--- src/rtl/kpst_pkg.sv ---
`timescale 1ns / 1ps
// ----------------------------------------------------------------------------
// kpst_pkg
// Shared constants, types and helper functions for the key pair set table:
// field widths, action and status codes, the cell control bundle and the
// small bit-counting helpers used by the cell chain and the count unit.
// ----------------------------------------------------------------------------
package kpst_pkg;

  // Table size and derived widths.
  localparam int CAPACITY = 64;
  localparam int CNT_W    = $clog2(CAPACITY + 1);

  // Field widths of the command and response items.
  localparam int ACT_W       = 2;
  localparam int PRE_W       = 10;
  localparam int SUF_W       = 14;
  localparam int KEY_W       = PRE_W + SUF_W;
  localparam int STAT_W      = 3;
  localparam int FIELD_CNT_W = 7;

  // The prefix count unit walks the hit vector in groups of this many cells.
  localparam int GRP_W  = 8;
  localparam int NGRP   = (CAPACITY + GRP_W - 1) / GRP_W;
  localparam int PAD_W  = NGRP * GRP_W;
  localparam int GIDX_W = (NGRP > 1) ? $clog2(NGRP) : 1;

  // Action codes; the unused code behaves as a look up.
  localparam logic [ACT_W-1:0] ACT_INSERT = 2'd0;
  localparam logic [ACT_W-1:0] ACT_REMOVE = 2'd1;
  localparam logic [ACT_W-1:0] ACT_LOOKUP = 2'd2;

  // Status codes.
  localparam logic [STAT_W-1:0] ST_INSERTED  = 3'd0;
  localparam logic [STAT_W-1:0] ST_DUPLICATE = 3'd1;
  localparam logic [STAT_W-1:0] ST_REMOVED   = 3'd2;
  localparam logic [STAT_W-1:0] ST_NOTFOUND  = 3'd3;
  localparam logic [STAT_W-1:0] ST_FOUND     = 3'd4;
  localparam logic [STAT_W-1:0] ST_FULL      = 3'd5;

  // Control broadcast from the sequencer to every cell of the chain.
  typedef struct packed {
    logic             insert;  // append the key at the tail cell
    logic             remove;  // close the gap left by the matching cell
    logic [KEY_W-1:0] key;     // command key, {prefix, suffix}
  } cell_ctrl_t;

  // Number of set bits in one group of cells.
  function automatic logic [3:0] ones8(input logic [GRP_W-1:0] v);
    logic [3:0] n;
    n = '0;
    for (int i = 0; i < GRP_W; i++) begin
      n = n + {3'd0, v[i]};
    end
    return n;
  endfunction

  // Bit i of the result is set when any bit at or below i is set.
  function automatic logic [CAPACITY-1:0] prefix_or(input logic [CAPACITY-1:0] v);
    logic [CAPACITY-1:0] r;
    r = v;
    for (int d = 1; d < CAPACITY; d = d * 2) begin
      r = r | (r << d);
    end
    return r;
  endfunction

endpackage

--- src/rtl/kpst_cell.sv ---
`timescale 1ns / 1ps
// ----------------------------------------------------------------------------
// kpst_cell
// One slot of the table. Valid slots are kept packed at the low end of the
// chain: an insert lands in the first empty cell above a valid neighbour, and
// a removal shifts every cell at or above the removed one down by one place.
// ----------------------------------------------------------------------------
module kpst_cell (
  input  logic                       clk,
  input  logic                       rst,
  input  kpst_pkg::cell_ctrl_t       ctrl,
  input  logic                       shift,
  input  logic                       below_valid,
  input  logic                       above_valid,
  input  logic [kpst_pkg::KEY_W-1:0] above_key,
  output logic                       valid,
  output logic [kpst_pkg::KEY_W-1:0] key,
  output logic                       key_hit,
  output logic                       prefix_hit
);

  logic tail;

  // This cell is the tail when it is empty and the cell below is occupied.
  assign tail = below_valid && !valid;

  // Valid mark: cleared at reset, set on insert, taken from above on removal.
  always_ff @(posedge clk) begin
    if (rst) begin
      valid <= 1'b0;
    end else if (ctrl.insert && tail) begin
      valid <= 1'b1;
    end else if (ctrl.remove && shift) begin
      valid <= above_valid;
    end
  end

  // Key storage needs no reset; it is only looked at while valid.
  always_ff @(posedge clk) begin
    if (ctrl.insert && tail) begin
      key <= ctrl.key;
    end else if (ctrl.remove && shift) begin
      key <= above_key;
    end
  end

  // Compare the stored key against the command.
  assign key_hit    = valid && (key == ctrl.key);
  assign prefix_hit = valid && (key[kpst_pkg::KEY_W-1 -: kpst_pkg::PRE_W] ==
                                ctrl.key[kpst_pkg::KEY_W-1 -: kpst_pkg::PRE_W]);

endmodule

--- src/rtl/kpst_count.sv ---
`timescale 1ns / 1ps
// ----------------------------------------------------------------------------
// kpst_count
// Serial population count of the prefix hit vector. The vector is loaded on
// start and one group of cells is added to the running sum each cycle; done
// pulses for one cycle once the sum is complete.
// ----------------------------------------------------------------------------
module kpst_count (
  input  logic                        clk,
  input  logic                        rst,
  input  logic                        start,
  input  logic [kpst_pkg::PAD_W-1:0]  hits,
  output logic                        done,
  output logic [kpst_pkg::CNT_W-1:0]  total
);

  logic                        run;
  logic [kpst_pkg::GIDX_W-1:0] grp;
  logic [kpst_pkg::PAD_W-1:0]  vec;
  logic                        last;

  assign last = (grp == kpst_pkg::GIDX_W'(kpst_pkg::NGRP - 1));

  // Control: run flag, group counter and completion pulse.
  always_ff @(posedge clk) begin
    if (rst) begin
      run  <= 1'b0;
      grp  <= '0;
      done <= 1'b0;
    end else begin
      done <= run && last;
      if (start) begin
        run <= 1'b1;
        grp <= '0;
      end else if (run) begin
        grp <= grp + 1'b1;
        if (last) begin
          run <= 1'b0;
        end
      end
    end
  end

  // Datapath: shift the vector down one group a cycle and accumulate.
  always_ff @(posedge clk) begin
    if (start) begin
      vec   <= hits;
      total <= '0;
    end else if (run) begin
      vec   <= vec >> kpst_pkg::GRP_W;
      total <= total + kpst_pkg::CNT_W'(kpst_pkg::ones8(vec[kpst_pkg::GRP_W-1:0]));
    end
  end

endmodule

--- src/rtl/key_pair_set_table.sv ---
`timescale 1ns / 1ps
// ----------------------------------------------------------------------------
// key_pair_set_table
// A set of up to CAPACITY (prefix, suffix) pairs held in a chain of cells.
//
// Commands arrive on the cmd channel (action, prefix, suffix) and each one
// gives exactly one item on the rsp channel (status, prefix_count,
// entry_count, is_empty), in command order. An item is taken on a channel
// when its valid is high and its stall is low.
// One command is worked on at a time: it is compared in the cells, the
// prefix count unit adds up one group of eight cells per cycle, and the
// final step updates the table and registers the response. cmd_stall is low
// again as soon as the response is registered, so the next command can be
// accepted while that response still waits.
// If the receiver stalls, the finished command waits in its final step and
// the table is not updated until the response register is free.
// Reset empties the table at once: every valid mark and the entry count are
// cleared in the reset cycle, and no clearing pass follows.
// ----------------------------------------------------------------------------
module key_pair_set_table (
  input  logic                              clk,
  input  logic                              rst,
  input  logic                              cmd_valid,
  output logic                              cmd_stall,
  input  logic [kpst_pkg::ACT_W-1:0]        action,
  input  logic [kpst_pkg::PRE_W-1:0]        prefix,
  input  logic [kpst_pkg::SUF_W-1:0]        suffix,
  output logic                              rsp_valid,
  input  logic                              rsp_stall,
  output logic [kpst_pkg::STAT_W-1:0]       status,
  output logic [kpst_pkg::FIELD_CNT_W-1:0]  prefix_count,
  output logic [kpst_pkg::FIELD_CNT_W-1:0]  entry_count,
  output logic                              is_empty
);

  localparam logic [1:0] S_IDLE  = 2'd0;
  localparam logic [1:0] S_CMP   = 2'd1;
  localparam logic [1:0] S_SUM   = 2'd2;
  localparam logic [1:0] S_APPLY = 2'd3;

  logic [1:0]                     state;
  logic [1:0]                     state_next;
  logic [kpst_pkg::ACT_W-1:0]     act;
  logic [kpst_pkg::KEY_W-1:0]     cmd_key;
  logic [kpst_pkg::CNT_W-1:0]     count;
  logic [kpst_pkg::CNT_W-1:0]     count_next;
  logic [kpst_pkg::CNT_W-1:0]     pcount_next;
  logic [kpst_pkg::STAT_W-1:0]    status_next;
  logic [kpst_pkg::CAPACITY-1:0]  hit_q;
  logic [kpst_pkg::CAPACITY-1:0]  shift_vec;
  logic [kpst_pkg::CAPACITY-1:0]  valid_vec;
  logic [kpst_pkg::CAPACITY-1:0]  key_hit_vec;
  logic [kpst_pkg::CAPACITY-1:0]  pre_hit_vec;
  logic [kpst_pkg::KEY_W-1:0]     key_arr [kpst_pkg::CAPACITY];
  logic                           any_hit;
  logic                           full;
  logic                           apply_go;
  logic                           cnt_done;
  logic [kpst_pkg::CNT_W-1:0]     cnt_total;
  kpst_pkg::cell_ctrl_t           ctrl;

  // Only one command is held at a time.
  assign cmd_stall = (state != S_IDLE);

  // The update and response happen once the response register is free.
  assign apply_go = (state == S_APPLY) && (!rsp_valid || !rsp_stall);

  assign any_hit   = |hit_q;
  assign full      = (count == kpst_pkg::CNT_W'(kpst_pkg::CAPACITY));
  assign shift_vec = kpst_pkg::prefix_or(hit_q);

  // Control broadcast to the cells.
  always_comb begin
    ctrl.key    = cmd_key;
    ctrl.insert = apply_go && (act == kpst_pkg::ACT_INSERT) && !any_hit && !full;
    ctrl.remove = apply_go && (act == kpst_pkg::ACT_REMOVE) && any_hit;
  end

  // Sequencer.
  always_comb begin
    state_next = state;
    unique case (state)
      S_IDLE: begin
        if (cmd_valid) begin
          state_next = S_CMP;
        end
      end
      S_CMP: begin
        state_next = S_SUM;
      end
      S_SUM: begin
        if (cnt_done) begin
          state_next = S_APPLY;
        end
      end
      S_APPLY: begin
        if (apply_go) begin
          state_next = S_IDLE;
        end
      end
      default: begin
        state_next = S_IDLE;
      end
    endcase
  end

  always_ff @(posedge clk) begin
    if (rst) begin
      state <= S_IDLE;
    end else begin
      state <= state_next;
    end
  end

  // Command register.
  always_ff @(posedge clk) begin
    if (state == S_IDLE && cmd_valid) begin
      act     <= action;
      cmd_key <= {prefix, suffix};
    end
  end

  // Key match vector, captured once the cells have compared.
  always_ff @(posedge clk) begin
    if (state == S_CMP) begin
      hit_q <= key_hit_vec;
    end
  end

  // Status and the counts after the step. The inserted or removed pair
  // shares the command prefix, so it moves the prefix count by one.
  always_comb begin
    count_next  = count;
    pcount_next = cnt_total;
    priority if (act == kpst_pkg::ACT_INSERT) begin
      if (any_hit) begin
        status_next = kpst_pkg::ST_DUPLICATE;
      end else if (full) begin
        status_next = kpst_pkg::ST_FULL;
      end else begin
        status_next = kpst_pkg::ST_INSERTED;
        count_next  = count + 1'b1;
        pcount_next = cnt_total + 1'b1;
      end
    end else if (act == kpst_pkg::ACT_REMOVE) begin
      if (any_hit) begin
        status_next = kpst_pkg::ST_REMOVED;
        count_next  = count - 1'b1;
        pcount_next = cnt_total - 1'b1;
      end else begin
        status_next = kpst_pkg::ST_NOTFOUND;
      end
    end else begin
      status_next = any_hit ? kpst_pkg::ST_FOUND : kpst_pkg::ST_NOTFOUND;
    end
  end

  // Entry count.
  always_ff @(posedge clk) begin
    if (rst) begin
      count <= '0;
    end else if (apply_go) begin
      count <= count_next;
    end
  end

  // Response register.
  always_ff @(posedge clk) begin
    if (rst) begin
      rsp_valid <= 1'b0;
    end else if (apply_go) begin
      rsp_valid <= 1'b1;
    end else if (!rsp_stall) begin
      rsp_valid <= 1'b0;
    end
  end

  always_ff @(posedge clk) begin
    if (apply_go) begin
      status       <= status_next;
      prefix_count <= kpst_pkg::FIELD_CNT_W'(pcount_next);
      entry_count  <= kpst_pkg::FIELD_CNT_W'(count_next);
      is_empty     <= (count_next == '0);
    end
  end

  // Chain of cells; each takes its neighbour's contents on removal.
  for (genvar i = 0; i < kpst_pkg::CAPACITY; i++) begin : g_cell
    logic                       below_v;
    logic                       above_v;
    logic [kpst_pkg::KEY_W-1:0] above_k;

    if (i == 0) begin : g_first
      assign below_v = 1'b1;
    end else begin : g_inner_lo
      assign below_v = valid_vec[i-1];
    end

    if (i == kpst_pkg::CAPACITY - 1) begin : g_last
      assign above_v = 1'b0;
      assign above_k = '0;
    end else begin : g_inner_hi
      assign above_v = valid_vec[i+1];
      assign above_k = key_arr[i+1];
    end

    kpst_cell u_cell (
      .clk        (clk),
      .rst        (rst),
      .ctrl       (ctrl),
      .shift      (shift_vec[i]),
      .below_valid(below_v),
      .above_valid(above_v),
      .above_key  (above_k),
      .valid      (valid_vec[i]),
      .key        (key_arr[i]),
      .key_hit    (key_hit_vec[i]),
      .prefix_hit (pre_hit_vec[i])
    );
  end

  // Prefix count over the chain, one group of cells a cycle.
  kpst_count u_count (
    .clk  (clk),
    .rst  (rst),
    .start(state == S_CMP),
    .hits (kpst_pkg::PAD_W'(pre_hit_vec)),
    .done (cnt_done),
    .total(cnt_total)
  );

  // The entry count always agrees with the number of valid cells.
  a_count_matches: assert property (@(posedge clk) disable iff (rst)
    count == kpst_pkg::CNT_W'($countones(valid_vec)))
    else $error("entry count differs from number of valid cells");

  // Valid cells stay packed at the low end of the chain.
  a_packed: assert property (@(posedge clk) disable iff (rst)
    (valid_vec & (valid_vec + 1'b1)) == '0)
    else $error("valid cells are not contiguous");

  // A key is never stored twice, so at most one cell matches.
  a_unique_hit: assert property (@(posedge clk) disable iff (rst)
    (state == S_APPLY) |-> $onehot0(hit_q))
    else $error("more than one cell matches the command key");

  // A response is loaded only from the final step of a command.
  a_rsp_from_apply: assert property (@(posedge clk) disable iff (rst)
    $rose(rsp_valid) |-> ($past(state) == S_APPLY))
    else $error("response raised outside the final step");

endmodule

--- config.mk ---
export PLATFORM = sky130hd
export DESIGN_NAME = key_pair_set_table
export DESIGN_NICKNAME = d
export VERILOG_FILES = /design/src/rtl/kpst_pkg.sv /design/src/rtl/kpst_cell.sv /design/src/rtl/kpst_count.sv /design/src/rtl/key_pair_set_table.sv
export SDC_FILE = /design/constraint.sdc
export NUM_CORES = 2
export LEC_CHECK = 0
export BUFFER_PORTS_ARGS = -buffer_cell sky130_fd_sc_hd__buf_2
export CORE_ASPECT_RATIO = 1.2
export CORE_MARGIN = 5
export CORE_UTILIZATION = 65
export DETAILED_ROUTE_END_ITERATION = 16
export PLACE_DENSITY = 0.81
export SKIP_CTS_REPAIR_TIMING = 1
export SLEW_MARGIN = 20
export SYNTH_ARGS = -nofsm -noshare
export SYNTH_HDL_FRONTEND = slang
export SYNTH_SLANG_ARGS = --single-unit
--- constraint.sdc ---
create_clock -name clk -period 12.56 [get_ports clk]
set_clock_uncertainty 0.2 [all_clocks]
set_input_delay 2.512 -clock clk [delete_from_list [all_inputs] [get_ports clk]]
set_output_delay 2.512 -clock clk [all_outputs]
set_load 0.05 [all_outputs]
Word-level counts from Yosys, hierarchy flattened
Cells that the tools add are included.
{"block": "word_totals", "out_inout_bits": 20, "regBits": 1794, "in_bits": 30, "elab_cells": 1051}
{"block": "classes", "n_addsub": 13, "mux": 283, "eq_ne": 138, "reduce_logical": 468, "bitwise_logic": 6}
{"operator": "2-to-1 mux 24 bit", "count": 128}
{"operator": "equality test 24 bit", "count": 64}
{"operator": "equality test 10 bit", "count": 64}
{"operator": "bitwise OR 64 bit", "count": 6}
{"operator": "logical AND 1 bit", "count": 327}
{"operator": "2-to-1 mux 1 bit", "count": 134}
{"operator": "nonzero test 2 bit", "count": 66}
{"operator": "2-to-1 mux 64 bit", "count": 2}
{"operator": "2-to-1 mux 7 bit", "count": 10}
{"operator": "zero test 1 bit", "count": 68}
{"operator": "OR reduction 64 bit", "count": 1}
{"operator": "adder 4 x 1 -> 4 bit", "count": 6}
{"operator": "2-to-1 mux 3 bit", "count": 5}
{"operator": "adder 7 x 1 -> 7 bit, second input constant", "count": 2}
{"operator": "subtractor 7 x 1 -> 7 bit, second input constant", "count": 2}
{"operator": "one-hot mux 2 bit (4 select lines)", "count": 1}
{"operator": "adder 7 x 4 -> 7 bit", "count": 1}
{"operator": "equality test 7 bit, second input constant", "count": 1}
{"operator": "zero test 7 bit", "count": 1}
{"operator": "2-to-1 mux 2 bit", "count": 3}
{"operator": "equality test 2 x 1 -> 1 bit, second input constant", "count": 2}
{"operator": "equality test 2 bit, second input constant", "count": 2}
{"operator": "zero test 2 bit", "count": 2}
{"operator": "!= test 2 x 1 -> 1 bit, second input constant", "count": 2}
{"operator": "7 further kinds", "count": 8}

Depth between registers and ports, before layout
{"block": "logic_depth", "ltp_word": 9, "depth_mapped": 15, "ltp_nobuf": 15}

Modules after synthesis
A second synthesis with hierarchy kept.
{"block": "unflattened", "hier_cells": 6300, "hier_area_um2": 99098.8}
{"module": "kpst_cell", "area_per_inst_um2": 1415.1, "seq_area_each_um2": 740.7, "cells_each": 89, "instances": 64}
{"module": "key_pair_set_table", "area_per_inst_um2": 5071.1, "seq_area_each_um2": 3443.3, "cells_each": 384, "instances": 1}
{"module": "kpst_count", "area_per_inst_um2": 3460.8, "seq_area_each_um2": 2162.1, "cells_each": 220, "instances": 1}

Worst setup path after synthesis
No wires, ideal clock.
{"block": "synth_path", "path_type": "input to register", "startpoint": "input rsp_stall", "endpoint": "register g_cell[0].u_cell.key[0] (netlist name) (enable)", "setup_ns": 0.438, "setup_slack_ns": 6.903, "path_buffers": 2, "t_required_ns": 11.922, "t_arrival_ns": 5.019, "path_stages": 7, "path_cell_list": "nand2_1 nand2_1 inv_1 nand3_2 buf_6 buf_6 o21ai_0"}
{"block": "synth_via", "elab_chain_cells": 8, "elab_cells_between_ends": 11, "cone_classes": "reduce/logical (11)"}
{"element": "start: declaration", "line": "key_pair_set_table.sv:29", "rtl": "input logic rsp_stall,"}
{"element": "zero test 1 bit (*)"}
{"element": "logical OR 1 bit (*)", "line": "key_pair_set_table.sv:66", "rtl": "assign apply_go = (state == S_APPLY) && (!rsp_valid || !rsp_stall);"}
{"element": "logical AND 1 bit (*)", "line": "key_pair_set_table.sv:66"}
{"element": "logical AND 1 bit (3 in a row)", "line": "key_pair_set_table.sv:75", "rtl": "ctrl.insert = apply_go && (act == kpst_pkg::ACT_INSERT) && !any_hit && !full;"}
{"element": "logical AND 1 bit", "line": "kpst_cell.sv:40", "rtl": "if (ctrl.insert && tail) begin"}
{"element": "nonzero test 2 bit (no source line) (*)"}
{"element": "end signal: assignment", "line": "kpst_cell.sv:41", "rtl": "key <= ctrl.key;"}
{"element": "end signal: assignment", "line": "kpst_cell.sv:43", "rtl": "key <= above_key;"}
{"element": "end: declaration", "line": "kpst_cell.sv:17", "rtl": "output logic [kpst_pkg::KEY_W-1:0] key,"}
Every way passes the cells marked *; elsewhere a longest branch is shown, timed or not.
A chain may end at the register's enable or synchronous reset.

Final worst setup path
{"block": "layout_path", "startpoint": "input rsp_stall", "endpoint": "register g_cell[49].u_cell.key[0] (netlist name) (enable)"}
{"block": "layout_via", "elab_chain_cells": 8, "elab_cells_between_ends": 11, "cone_classes": "reduce/logical (11)"}
{"element": "zero test 1 bit (*)"}
{"element": "logical OR 1 bit (*)", "line": "key_pair_set_table.sv:66"}
{"element": "logical AND 1 bit (*)", "line": "key_pair_set_table.sv:66"}
{"element": "logical AND 1 bit (3 in a row)", "line": "key_pair_set_table.sv:75"}
{"element": "logical AND 1 bit", "line": "kpst_cell.sv:40"}
{"element": "nonzero test 2 bit (no source line) (*)"}
{"element": "end signal: assignment", "line": "kpst_cell.sv:41"}
{"element": "end signal: assignment", "line": "kpst_cell.sv:43"}
{"element": "end: declaration", "line": "kpst_cell.sv:17"}
Marked as above.

==> impl_metrics.yaml <==
status:
  status: "complete, no violations"
place:
  port-buffer-count: 49
  place_congestion: 0.847
  hpwl_mm: 142
  placed_area_um2: 96600
  dpl_worst_slack_ns: 5.16
worst_setup_path:
  start_kind: "primary input"
  cp.required_ns: 12.66
  worstSetupPathType: "in2reg"
  cp_common_cell: "nand2_1"
  crit_slowest_cell: "or3_1"
  reg2reg_from: "hit_q[0]"
  r2r_end: "g_cell[58].u_cell.key[1]"
  cpPeakStageDelay_ns: 0.93
  critPathCapture: "g_cell[49].u_cell.key[0]"
  critPathMaxFanout: 31
  crit_chain: "buf_2, nand2_1, nand2_1, inv_1, nand3_4, buf_4, or3_1, nand2_1"
  cp.arrival_ns: 6.54
  r2r_cells: 9
  r2r_setup_slack_ns: 6.15
  critPathLaunch: "rsp_stall"
  worstSetupEndpointType: "flop"
layout:
  seq_area_um2: 53000
  post-route-util_pct: 70.1
  antenna_cells: 0
  drive_gt1_share_pct: 30.8
  final_nets: 6556
  area_growth_pct: 7.51
  n_fill_cell: 9565
  multiInputGateArea_um2: 39900
  fin_area_um2: 103000
clocking:
  htree_num_levels: 4
  clock-sinks: 1794
  clk_latency_ns: 0.82
  clkTransAtPathRegs_ns: 0.06
  cts_buffers: 176
  clock_path_buffers: 3
  cts_tree: "yes"
  cts_root_buf: "clkbuf_16"
timing:
  maxSlewViolCount: 0
  finalCritPeriodShare_pct: 51.2
  layout_min_cycle_time_ns: 6.44
  relSlewSlack_pct: 22.0
  rsz0062_at_grt: "false"
  setup_viol: 0
  fmax_mhz: 155
  finalWorstSetupSlack_ns: 6.12
  setup_tns_ns: 0
  finalHoldViolations: 0
  tightestPinTransition_ns: 1.16
logic_synthesis:
  yosys.cell_count.top_type: "edfxtp_1"
  synthTopCellsByCount: "1708 x edfxtp_1, 1394 x mux2_2, 907 x xnor2_1, 646 x xor2_1, 335 x clkbuf_1"
  synth_seq_area_share_pct: 55.5
  yosysUniqueCellTypes: 62
  synth_seq_cells: 1794
  avgSynthCellArea_um2: 14.3
  synth_nets: 6716
  synth-edff-count: 1708
  synth-main-ff-cell: "edfxtp_1"
  syn_area_um2: 95500
  syn_inst: 6662
  synth_top_area_share_pct: 53.7
  synth_area_leader_cell: "edfxtp_1"
  yosysWarnings: 0
  ys_top_cells_by_area: "edfxtp_1 54%, mux2_2 16%, xnor2_1 8.3%"
  async_flop_share_pct: 0
pwr:
  powerDensity_nw_per_um2: 145
  ir_drop_v: 0.000242
  leakagePower_nw: 31.0
  power_mw: 14.9
grt:
  track_usage_pct: 27.5
  grt_max_degree: 129
  grt_pass1_wl_mm: 332
  grt_pass1_vias: 55943
  grt_overflow: 0
  antenna_found_initial: 1
die:
  dieArea_um2: 155000
  num_rows: 154
  core-area_um2: 146000
  fp.dieW_um: 360
  fp.dieH_um: 430
  start_util_pct: 65.2
  io_pins: 50
routing:
  antenna_left: 0
  dr.pass1.iters: 5
  routed_wl_mm: 216
  top_layer_used: "met4"
  wl_met1_mm: 85.7
  wl_met3_mm: 11.9
  drt_iter0_drc: 4418
  vias: 53922
  post_drt_wl_per_cell_um: 25.1
  drc: 0
  drt-vias-per-instance: 6.27
  wl_met2_mm: 111
hold_path:
  min_path_type: "reg2reg"
  holdPathStages: 2
flow_run:
  drv_cap: 0
## layout by cell type (no fill, tap or decap), drive strengths merged, types with 5 or more instances in the layout
cell type / n
edfxtp: 1708
mux2: 1569
xnor2: 907
xor2: 646
clkbuf: 244
nand4: 199
buf: 177
nor4: 156
nor3: 143
nand3: 96
nand2: 91
dfxtp: 86
clkinv: 68
a21oi: 66
and4: 56
nor2: 56
mux2i: 50
nor3b: 50
inv: 39
nand3b: 35
o21ai: 31
and2: 26
ha: 19
a211oi: 18
or3: 14
o31ai: 13
nand2b: 13
or2: 11
or4: 9
bufinv: 7
and3: 6
a21o: 5
fa: 5
## worst max-delay path, delay by kind of cell
kind | cells | cell delay (ns)
buffers and inverters | 3 | 1.39
and+or+nand+nor | 5 | 2.53
## registers in the layout, indices dropped and copies added (netlist names), 24 cells and up
name,count
g_cell.u_cell.key,1536
g_cell.u_cell.valid,64
hit_q,64
u_count.vec,64
cmd_key,24
## power breakdown
part,switching (mW),internal (mW)
clock,2.26,2.91
combinational,1.68,0.927
sequential,0.235,6.92
total,4.18,10.8
## per-layer routing
metal | GRT usage [%] | vias to the layer above
li1 | - | 24218
met1 | 34.6 | 27576
met5 | 0 | -
met4 | 10.1 | 0
met3 | 4.28 | 478
met2 | 48.4 | 1650
## how the worst min path moves through the flow
| stage | start | to |
|---|---|---|
| global placement | u_count.total[6] | u_count.total[6] |
| finish | u_count.total[6] | u_count.total[6] |
| global route | u_count.total[6] | u_count.total[6] |
| detailed placement | u_count.total[6] | u_count.total[6] |
| CTS | u_count.total[6] | u_count.total[6] |
| floorplan | u_count.total[6] | u_count.total[6] |
## layout make-up
type	instances	share of cell area [%]
clock buffer	244	4.85
clock inverter	84	0.590
inverter	34	0.124
multi-input combinational	4319	38.9
sequential	1794	51.6
tap	1950	2.38
timing repair buffer	177	1.57
## through the flow
| step | hold WS [ns] | instances |
|---|---|---|
| 6_report | 0.314 | 8602 |
| 3_3_place_gp | 0.281 | 8236 |
| 3_5_place_dp | 0.298 | 8239 |
| 5_1_grt | 0.336 | 8602 |
| 4_1_cts | 0.314 | 8567 |
| 2_1_floorplan | 0.270 | 6662 |
## kinds of logic (layout without fill, tap and decap cells)
group | count (synthesis) | after routing | synth area share [%]
buf+inv | 549 | 539 | 2.83
compound gates | 153 | 153 | 0.969
xor+xnor | 1553 | 1553 | 14.2
mux | 1619 | 1619 | 19.5
simple gates | 970 | 970 | 6.61
flops | 1794 | 1794 | 55.5
fa+ha+maj | 24 | 24 | 0.354
(Power assumes the default switching activity.)
